File: src/rtl/core/blfv_pkg.sv
// ----------------------------------------------------------------------------
// blfv_pkg
// Shared types and constants of the Lorentz boost block: item layouts,
// coefficient set, fixed-point constants and register indexes.
// ----------------------------------------------------------------------------
package blfv_pkg;

  localparam int unsigned FieldW       = 32;
  localparam int unsigned BetaW        = 31;
  localparam int unsigned CoefW        = 62;
  localparam int unsigned CfgIdxW      = 2;
  localparam int unsigned FifoDepthDef = 2;

  // iteration counts of the coefficient engine
  localparam int unsigned MulSteps  = 64;
  localparam int unsigned DivSteps  = 128;
  localparam int unsigned RootSteps = 32;
  localparam int unsigned CntW      = 7;

  localparam logic [63:0] OneQ30       = 64'h0000_0000_4000_0000;
  localparam logic [63:0] OneQ60       = 64'h1000_0000_0000_0000;
  localparam logic [63:0] HalfQ29      = 64'h0000_0000_2000_0000;
  localparam logic [63:0] SlowLimitQ60 = 64'd11529215046068;
  localparam logic [63:0] RootBitInit  = 64'h4000_0000_0000_0000;

  localparam logic [FieldW-1:0] SatMax = 32'h7FFF_FFFF;
  localparam logic [FieldW-1:0] SatMin = 32'h8000_0000;

  typedef enum logic [CfgIdxW-1:0] {
    CFG_BETA_X = 2'd0,
    CFG_BETA_Y = 2'd1,
    CFG_BETA_Z = 2'd2
  } cfg_idx_e;

  typedef struct packed {
    logic signed [FieldW-1:0] time_in;
    logic signed [FieldW-1:0] pos_x_in;
    logic signed [FieldW-1:0] pos_y_in;
    logic signed [FieldW-1:0] pos_z_in;
    logic signed [FieldW-1:0] energy_in;
    logic signed [FieldW-1:0] mom_x_in;
    logic signed [FieldW-1:0] mom_y_in;
    logic signed [FieldW-1:0] mom_z_in;
  } in_item_t;

  typedef struct packed {
    logic signed [FieldW-1:0] time_out;
    logic signed [FieldW-1:0] pos_x_out;
    logic signed [FieldW-1:0] pos_y_out;
    logic signed [FieldW-1:0] pos_z_out;
    logic signed [FieldW-1:0] energy_out;
    logic signed [FieldW-1:0] mom_x_out;
    logic signed [FieldW-1:0] mom_y_out;
    logic signed [FieldW-1:0] mom_z_out;
    logic                     bad_speed;
  } out_item_t;

  // queued item: payload plus the tag set at acceptance
  typedef struct packed {
    in_item_t data;
    logic     bad;
  } queue_item_t;

  // unique entries of the symmetric boost matrix, two's complement Q.30
  typedef struct packed {
    logic signed [CoefW-1:0] l00;
    logic signed [CoefW-1:0] l01;
    logic signed [CoefW-1:0] l02;
    logic signed [CoefW-1:0] l03;
    logic signed [CoefW-1:0] l11;
    logic signed [CoefW-1:0] l22;
    logic signed [CoefW-1:0] l33;
    logic signed [CoefW-1:0] l12;
    logic signed [CoefW-1:0] l13;
    logic signed [CoefW-1:0] l23;
    logic                    bad;
  } coef_t;

  localparam coef_t CoefIdentity = '{
    l00: CoefW'(OneQ30), l01: '0, l02: '0, l03: '0,
    l11: CoefW'(OneQ30), l22: CoefW'(OneQ30), l33: CoefW'(OneQ30),
    l12: '0, l13: '0, l23: '0, bad: 1'b0
  };

endpackage

File: src/rtl/core/blfv_fifo.sv
// ----------------------------------------------------------------------------
// blfv_fifo
// Short item queue between the accepting front and the arithmetic back.
// ----------------------------------------------------------------------------
module blfv_fifo #(
  parameter int unsigned Depth = blfv_pkg::FifoDepthDef
) (
  input  logic                  clk_i,
  input  logic                  rst_ni,
  input  logic                  push_i,
  input  blfv_pkg::queue_item_t push_item_i,
  output logic                  full_o,
  input  logic                  pop_i,
  output logic                  valid_o,
  output blfv_pkg::queue_item_t pop_item_o
);

  localparam int unsigned AW = (Depth > 1) ? $clog2(Depth) : 1;
  localparam int unsigned NW = $clog2(Depth + 1);

  blfv_pkg::queue_item_t mem_q [Depth];
  logic [AW-1:0]         wr_q, rd_q;
  logic [NW-1:0]         cnt_q;

  function automatic logic [AW-1:0] wrap_inc(input logic [AW-1:0] p);
    return (p == AW'(Depth - 1)) ? '0 : p + AW'(1);
  endfunction

  assign full_o     = cnt_q == NW'(Depth);
  assign valid_o    = cnt_q != '0;
  assign pop_item_o = mem_q[rd_q];

  // store pushed item
  always_ff @(posedge clk_i) begin
    if (push_i) begin
      mem_q[wr_q] <= push_item_i;
    end
  end

  // advance pointers and fill count
  always_ff @(posedge clk_i or negedge rst_ni) begin
    if (!rst_ni) begin
      wr_q  <= '0;
      rd_q  <= '0;
      cnt_q <= '0;
    end else begin
      if (push_i) begin
        wr_q <= wrap_inc(wr_q);
      end
      if (pop_i) begin
        rd_q <= wrap_inc(rd_q);
      end
      if (push_i && !pop_i) begin
        cnt_q <= cnt_q + NW'(1);
      end else if (pop_i && !push_i) begin
        cnt_q <= cnt_q - NW'(1);
      end
    end
  end

`ifndef SYNTHESIS
  a_no_overflow: assert property (@(posedge clk_i) disable iff (!rst_ni)
    push_i |-> !full_o) else $error("push into full queue");
  a_no_underflow: assert property (@(posedge clk_i) disable iff (!rst_ni)
    pop_i |-> valid_o) else $error("pop from empty queue");
  a_count_hold: assert property (@(posedge clk_i) disable iff (!rst_ni)
    (push_i && pop_i) |=> cnt_q == $past(cnt_q)) else $error("count moved on push and pop");
`endif

endmodule

File: config.mk
export PLATFORM = sky130hd
export DESIGN_NAME = blfv_fifo
export DESIGN_NICKNAME = d
export VERILOG_FILES = /design/src/rtl/core/blfv_pkg.sv /design/src/rtl/core/blfv_fifo.sv
export SDC_FILE = /design/constraint.sdc
export NUM_CORES = 1
export LEC_CHECK = 0
export BUFFER_PORTS_ARGS = -buffer_cell sky130_fd_sc_hd__buf_2
export CELL_PAD_IN_SITES_DETAIL_PLACEMENT = 1
export CELL_PAD_IN_SITES_GLOBAL_PLACEMENT = 1
export CORE_MARGIN = 8
export CORE_UTILIZATION = 48
export DETAILED_ROUTE_END_ITERATION = 12
export GPL_TIMING_DRIVEN = 0
export PLACE_DENSITY_LB_ADDON = 0.05
export SYNTH_ARGS = -nofsm -noshare
export SYNTH_HDL_FRONTEND = slang
export SYNTH_SLANG_ARGS = --single-unit
export TNS_END_PERCENT = 20
File: constraint.sdc
create_clock -name clk_i -period 34 [get_ports clk_i]
set_clock_uncertainty 0.15 [all_clocks]
set_input_delay 5.1 -clock clk_i [delete_from_list [all_inputs] [get_ports clk_i]]
set_output_delay 5.1 -clock clk_i [all_outputs]
set_load 0.02 [all_outputs]
==> impl_metrics.env, run 1 <==
export IMPL_multiInputGateArea_um2=3744
export IMPL_setup_viol=0
export IMPL_numCtsBuffers=52
export IMPL_vias=9886
export IMPL_initialDrtViolationCount=514
export IMPL_vdd_ir_drop_max_uv=59.38
export IMPL_relSlewSlack=0.4329
export IMPL_grt_pass1_wl_um=69860
export IMPL_worst_setup_path_start_kind="flop"
export IMPL_timing_max_cap_violations=0
export IMPL_core_um2=40550
export IMPL_place_area_um2=23190
export IMPL_stdcell_count=1984
export IMPL_dieArea_um2=47530
export IMPL_yosysMostFrequentCell="edfxtp_1"
export IMPL_detail_route_antenna_nets=0
export IMPL_synthesis_instances=816
export IMPL_finalWeightedCongestion=0.7346
export IMPL_ys_seq_elements=518
export IMPL_cts_tree="yes"
export IMPL_final_util=0.6093
export IMPL_max_clock_path_buffers=3
export IMPL_synthFlopType="edfxtp_1"
export IMPL_ys_types=15
export IMPL_finalNetCount=1665
export IMPL_power_density_nw_per_um2=89.26
export IMPL_die_h_um=218.0
export IMPL_dp_cells=1881
export IMPL_min_period_over_period=0.2127
export IMPL_power_leakage_uw=0.009865
export IMPL_crit_path_max_fanout=10
export IMPL_first_pass_iters=4
export IMPL_boundaryPins=520
export IMPL_portBuffers=519
export IMPL_drive_gt1_frac=0.6152
export IMPL_synth_async_sr_flop_share=0.007722
export IMPL_stdcell_area_um2=24710
export IMPL_clk_latency_ps=580
export IMPL_wl_um=50300
export IMPL_max_freq_mhz=138.3
export IMPL_ctsResizeCount=0
export IMPL_setup_tns_ps=0
export IMPL_grt_pass1_vias=10870
export IMPL_fp_dieW_um=218.0
export IMPL_regArea_um2=15530
export IMPL_grt_max_degree=64
export IMPL_cts_setup_buffers=0
export IMPL_syn_area_um2=19590
export IMPL_arrival_ps=1980
export IMPL_antenna_found_initial=28
export IMPL_cts_hold_buf=0
export IMPL_synth_nets=1078
export IMPL_hpwl_um=38010
export IMPL_fin_crit_ps=7233
export IMPL_avgSynthCellArea_um2=24.00
export IMPL_maxSlewViolCount=0
export IMPL_yosys_top_cells_area="edfxtp_1, mux2_4, mux2_2, buf_6, dfrtp_1"
export IMPL_rsz0062_at_grt="false"
export IMPL_vias_per_cell=4.983
export IMPL_yosysWarnings=0
export IMPL_synthToLayoutAreaGrowth_pct=26.15
export IMPL_hold_violations=0
export IMPL_post_drt_wl_per_cell_um=25.35
export IMPL_initial_utilization=0.4830
export IMPL_worst_pin_slew_ps=850.7
export IMPL_drc_errors=0
export IMPL_end_kind="primary output"
export IMPL_yosysTopAreaCell="edfxtp_1"
export IMPL_grt_util_all_layers=0.2026
export IMPL_status="finished, final reports clean"
export IMPL_cts_root_buf="clkbuf_16"
export IMPL_rows=74
export IMPL_synthTopCellsByCount="edfxtp_1, mux2_4, mux2_2"
export IMPL_cts_num_sinks=518
export IMPL_crit_type="flop to primary output"
export IMPL_grt_ovfl_total=0
export IMPL_hp_class="flop to flop"
export IMPL_synth_top_area_frac=0.7880
export IMPL_fillCellCount=3624
export IMPL_yosysSeqAreaShare=0.7931
export IMPL_worstPathRequired_ps=28750
export IMPL_finalPower_uw=2206
export IMPL_clk_pin_slew_worst_paths_ps=60
export IMPL_synth_edf_count=514
export IMPL_htree_levels=2
[flip-flops by register name, summed over array words and instances, names as in the netlist]
name   cells
rd_q       1
mem_q    514
cnt_q      2
wr_q       1
[per-stage QoR]
step,hold slack [ps],setup WS (ps)
floorplan,297.4,16780
global placement,318.2,9415
detailed placement,323.5,26510
CTS,337.4,26700
global route,357.5,26690
finish,334.9,26770
[critical path: stages, from the launching register on]
cell and delay [ps]:
dfrtp_1 340, buf_6 140, buf_8 180, buf_6 210, mux2_4 330, buf_2 180
[final cells by class]
type | instances | share of cell area
Timing Repair Buffer | 533 | 0.1183
Clock buffer | 64 | 0.05534
Multi-Input combinational cell | 268 | 0.1515
Antenna cell | 20 | 0.002025
Inverter | 1 | 0.0001519
Clock inverter | 19 | 0.004304
Buffer | 29 | 0.01276
Sequential cell | 518 | 0.6287
Tap cell | 532 | 0.02694
[power breakdown]
group          switching, uW  leakage [uW]  total, uW  internal (uW)
Sequential              29.6       0.00487        876            846
Clock                    223      0.000717        511            288
Combinational            469       0.00428        819            350
Total                    721       0.00987       2210           1480
[cell families (layout without fill, tap and decap cells)]
kind of cell               after synthesis  in the layout  synth area share
DFF                                    518            518            0.7931
muxes                                  257            257            0.1863
buffers and inverters                   30            646           0.01629
xor gates and xnor gates                 5              5          0.002236
and+or+nand+nor                          5              5          0.001469
adders and majority gates                1              1         0.0006387
other                                    0             20                 0
[routing by layer]
metal  part of all wire  track usage  up-vias
li1                   -            -     4461
met5             0.0027            0        -
met3              0.091      0.08169      108
met4              0.035      0.08979       22
met2               0.53       0.3644      340
met1               0.34       0.2038     4955
[worst paths after layout]
path / to / slack (ps) / cells after the start / start
hold reg to reg: cnt_q[1]$_DFFE_PN0P_ / 330 / 1 / cnt_q[1]$_DFFE_PN0P_
setup / recovery: pop_item_o[101] / 26770 / 5 / rd_q$_DFFE_PN0P_
hold / removal: cnt_q[1]$_DFFE_PN0P_ / 330 / 1 / cnt_q[1]$_DFFE_PN0P_
setup reg to reg: mem_q[1][9]$_DFFE_PP_ / 31370 / 4 / wr_q$_DFFE_PN0P_
min in group asynchronous: wr_q$_DFFE_PN0P_ / 4160 / 1 / rst_ni
max in group asynchronous: rd_q$_DFFE_PN0P_ / 29420 / 1 / rst_ni
[cell usage in the layout (no fill, tap or decap), types with 2 or more instances in the layout]
| cell type | n |
|---|---|
| buf_2 | 522 |
| buf_12 | 8 |
| clkbuf_1 | 11 |
| buf_6 | 24 |
| xor2_1 | 4 |
| edfxtp_1 | 514 |
| mux2_2 | 56 |
| clkinv_2 | 4 |
| buf_8 | 2 |
| dfrtp_1 | 4 |
| mux2_4 | 201 |
| clkbuf_16 | 53 |
| diode_2 | 20 |
| buf_16 | 6 |
| clkinv_1 | 13 |
No activity file was read; power rests on OpenSTA's default activity.
==> run 2: changes to the inputs <==
ABC_AREA = 1   (was default)
CORE_UTILIZATION = 40   (was 48)
clock period = 6.02 ns   (was 34 ns; I/O delays follow)
==> run 2 against run 1 <==
Non-clock buffer count unchanged; synthesized cell count is 1.1% higher; core utilization decreased by 9.3 points; sequential share of layout area fell by 0.97 points; combinational power grew to 5.7 times the previous value; synthesized area about the same; flip-flop and latch count did not move; cell area rose by 1.6%.
==> impl_metrics.env, run 2 <==
export IMPL_ctsResizeCount=0
export IMPL_hold_violations=0
export IMPL_syn_area_um2=19610
export IMPL_synth_async_sr_flop_share=0.007722
export IMPL_yosysSeqAreaShare=0.7924
export IMPL_p_sw_uw=4158
export IMPL_htree_levels=2
export IMPL_finalPower_uw=12830
export IMPL_worst_setup_path_start_kind="flop"
export IMPL_comb_power_share=0.361
export IMPL_largest_reg_flops=514
export IMPL_place_area_um2=23300
export IMPL_yosysTopAreaCell="edfxtp_1"
export IMPL_status="finished, final reports clean"
export IMPL_initialDrtViolationCount=405
export IMPL_internal_power_uw=8669
export IMPL_cts_num_sinks=518
export IMPL_wl_um=50970
export IMPL_power_density_nw_per_um2=511.1
export IMPL_yosysWarnings=0
export IMPL_yosysMostFrequentCell="edfxtp_1"
export IMPL_synthTopCellsByCount="edfxtp_1, mux2_4, mux2_2"
export IMPL_rsz0062_at_grt="false"
export IMPL_crit_type="flop to primary output"
export IMPL_synthesis_instances=825
export IMPL_boundaryPins=520
export IMPL_fp_dieW_um=237.4
export IMPL_initial_utilization=0.4030
export IMPL_final_cell_mix="buf_2, edfxtp_1, mux2_4"
export IMPL_hp_class="flop to flop"
export IMPL_first_pass_iters=4
export IMPL_clockPowerShare=0.254
export IMPL_grt_pass1_vias=10960
export IMPL_stdcell_area_um2=25100
export IMPL_grt_max_degree=97
export IMPL_hpwl_um=37630
export IMPL_ys_types=15
export IMPL_vias=9993
export IMPL_antenna_found_initial=27
export IMPL_end_kind="primary output"
export IMPL_setup_viol=0
export IMPL_cts_tree="yes"
export IMPL_portBuffers=519
export IMPL_ys_seq_elements=518
export IMPL_vdd_ir_drop_max_uv=350.9
export IMPL_post_drt_wl_per_cell_um=24.28
export IMPL_synth_top_area_frac=0.7873
export IMPL_clk_pin_slew_worst_paths_ps=60
export IMPL_min_period_over_period=0.5012
export IMPL_yosys_top_cells_area="edfxtp_1, mux2_4, mux2_2, buf_6, dfrtp_1"
export IMPL_switching_share=0.3241
export IMPL_dieArea_um2=56350
export IMPL_drc_errors=0
export IMPL_max_clock_path_buffers=3
export IMPL_fin_crit_ps=3017
export IMPL_grt_ovfl_total=0
export IMPL_synth_nets=1087
export IMPL_max_freq_mhz=331.4
export IMPL_detail_route_antenna_nets=0
export IMPL_clk_latency_ps=580
export IMPL_worst_pin_slew_ps=820.6
export IMPL_maxSlewViolCount=0
export IMPL_regMostFlops="mem_q"
export IMPL_p_seq_frac=0.385
export IMPL_vias_per_cell=4.761
export IMPL_core_um2=48650
export IMPL_final_util=0.5159
export IMPL_avgSynthCellArea_um2=23.76
export IMPL_grt_pass1_wl_um=71840
export IMPL_grt_util_all_layers=0.1738
export IMPL_cts_root_buf="clkbuf_16"
export IMPL_synth_edf_count=514
export IMPL_cts_setup_buffers=0
export IMPL_final_common_cell="buf_2"
export IMPL_power_leakage_uw=0.01002
export IMPL_finalWeightedCongestion=0.7259
export IMPL_crit_path_max_fanout=10
export IMPL_synthToLayoutAreaGrowth_pct=28.00
export IMPL_timing_max_cap_violations=0
export IMPL_finalNetCount=1677
export IMPL_reg_top3="mem_q x514, cnt_q x2"
export IMPL_arrival_ps=1960
export IMPL_die_h_um=237.4
export IMPL_fillCellCount=4546
export IMPL_relSlewSlack=0.4516
export IMPL_worstPathRequired_ps=4970
export IMPL_drive_gt1_frac=0.6099
export IMPL_synthFlopType="edfxtp_1"
export IMPL_setup_tns_ps=0
export IMPL_rows=81
export IMPL_numCtsBuffers=55
-- run 2: per-layer routing --
layer	GRT usage	wire length, um	up-vias
li1	-	-	4498
met1	0.1833	18250	5043
met2	0.3004	26120	335
met3	0.08037	5036	93
met4	0.06815	1412	24
met5	0	154	-
-- run 2: path summary, 6_finish.rpt --
path	from	endpoint	slack, ps	cells past startpoint
setup / recovery	rd_q$_DFFE_PN0P_	pop_item_o[167]	3000	5
hold / removal	cnt_q[1]$_DFFE_PN0P_	cnt_q[1]$_DFFE_PN0P_	350	2
setup reg to reg	wr_q$_DFFE_PN0P_	mem_q[0][188]$_DFFE_PP_	3520	5
hold reg to reg	cnt_q[1]$_DFFE_PN0P_	cnt_q[1]$_DFFE_PN0P_	350	2
max in group asynchronous	rst_ni	wr_q$_DFFE_PN0P_	5040	2
min in group asynchronous	rst_ni	rd_q$_DFFE_PN0P_	550	2
-- run 2: power groups by stage --
stage | Clock, uW | Sequential, uW | Combinational, uW
after floorplan | 0 | 5110 | 3140
after global placement | 0 | 5230 | 4590
after detailed placement | 0 | 5020 | 4740
after CTS | 3370 | 4940 | 4760
after global routing | 3500 | 4990 | 4910
final | 3260 | 4930 | 4630
-- run 2: timing repair --
item,in CTS,in global routing
endpoints found under the setup margin,0,0
hold buffers,1,0
hold endpoints to repair,4,0
-- run 2: critical path, stage by stage (launching register included) --
cell	delay (ps)
dfrtp_1	340
buf_6	140
buf_8	180
buf_6	210
mux2_4	310
buf_2	180
-- run 2: stage by stage --
stage | hold slack (ps) | cells | worst slack (ps)
floorplan | 291.7 | 825 | -656.6
finish | 346.4 | 2099 | 3003
detailed placement | 334.7 | 1979 | 2820
global route | 315.8 | 2093 | 2882
CTS | 303.1 | 2083 | 2923
global placement | 317.4 | 1966 | -4325
-- run 2: logic make-up after synthesis --
group | after synthesis | share of synthesized area
flops | 518 | 0.7924
mux | 257 | 0.1861
buf+inv | 36 | 0.01742
simple gates | 10 | 0.002106
xor+xnor | 3 | 0.001340
fa+ha+maj | 1 | 0.0006381
-- run 2: final cells by class --
| cell class | count | area [um2] | share of cell area |
|---|---|---|---|
| inverter | 7 | 33.78 | 0.001346 |
| buffer | 29 | 315.3 | 0.01256 |
| tap | 622 | 778.2 | 0.03101 |
| clock buffer | 64 | 1453 | 0.05788 |
| multi-input combinational | 271 | 3736 | 0.1489 |
| sequential | 518 | 15530 | 0.6190 |
| timing repair buffer | 533 | 2913 | 0.1161 |
| clock inverter | 39 | 291.5 | 0.01162 |
| antenna | 16 | 40.04 | 0.001595 |
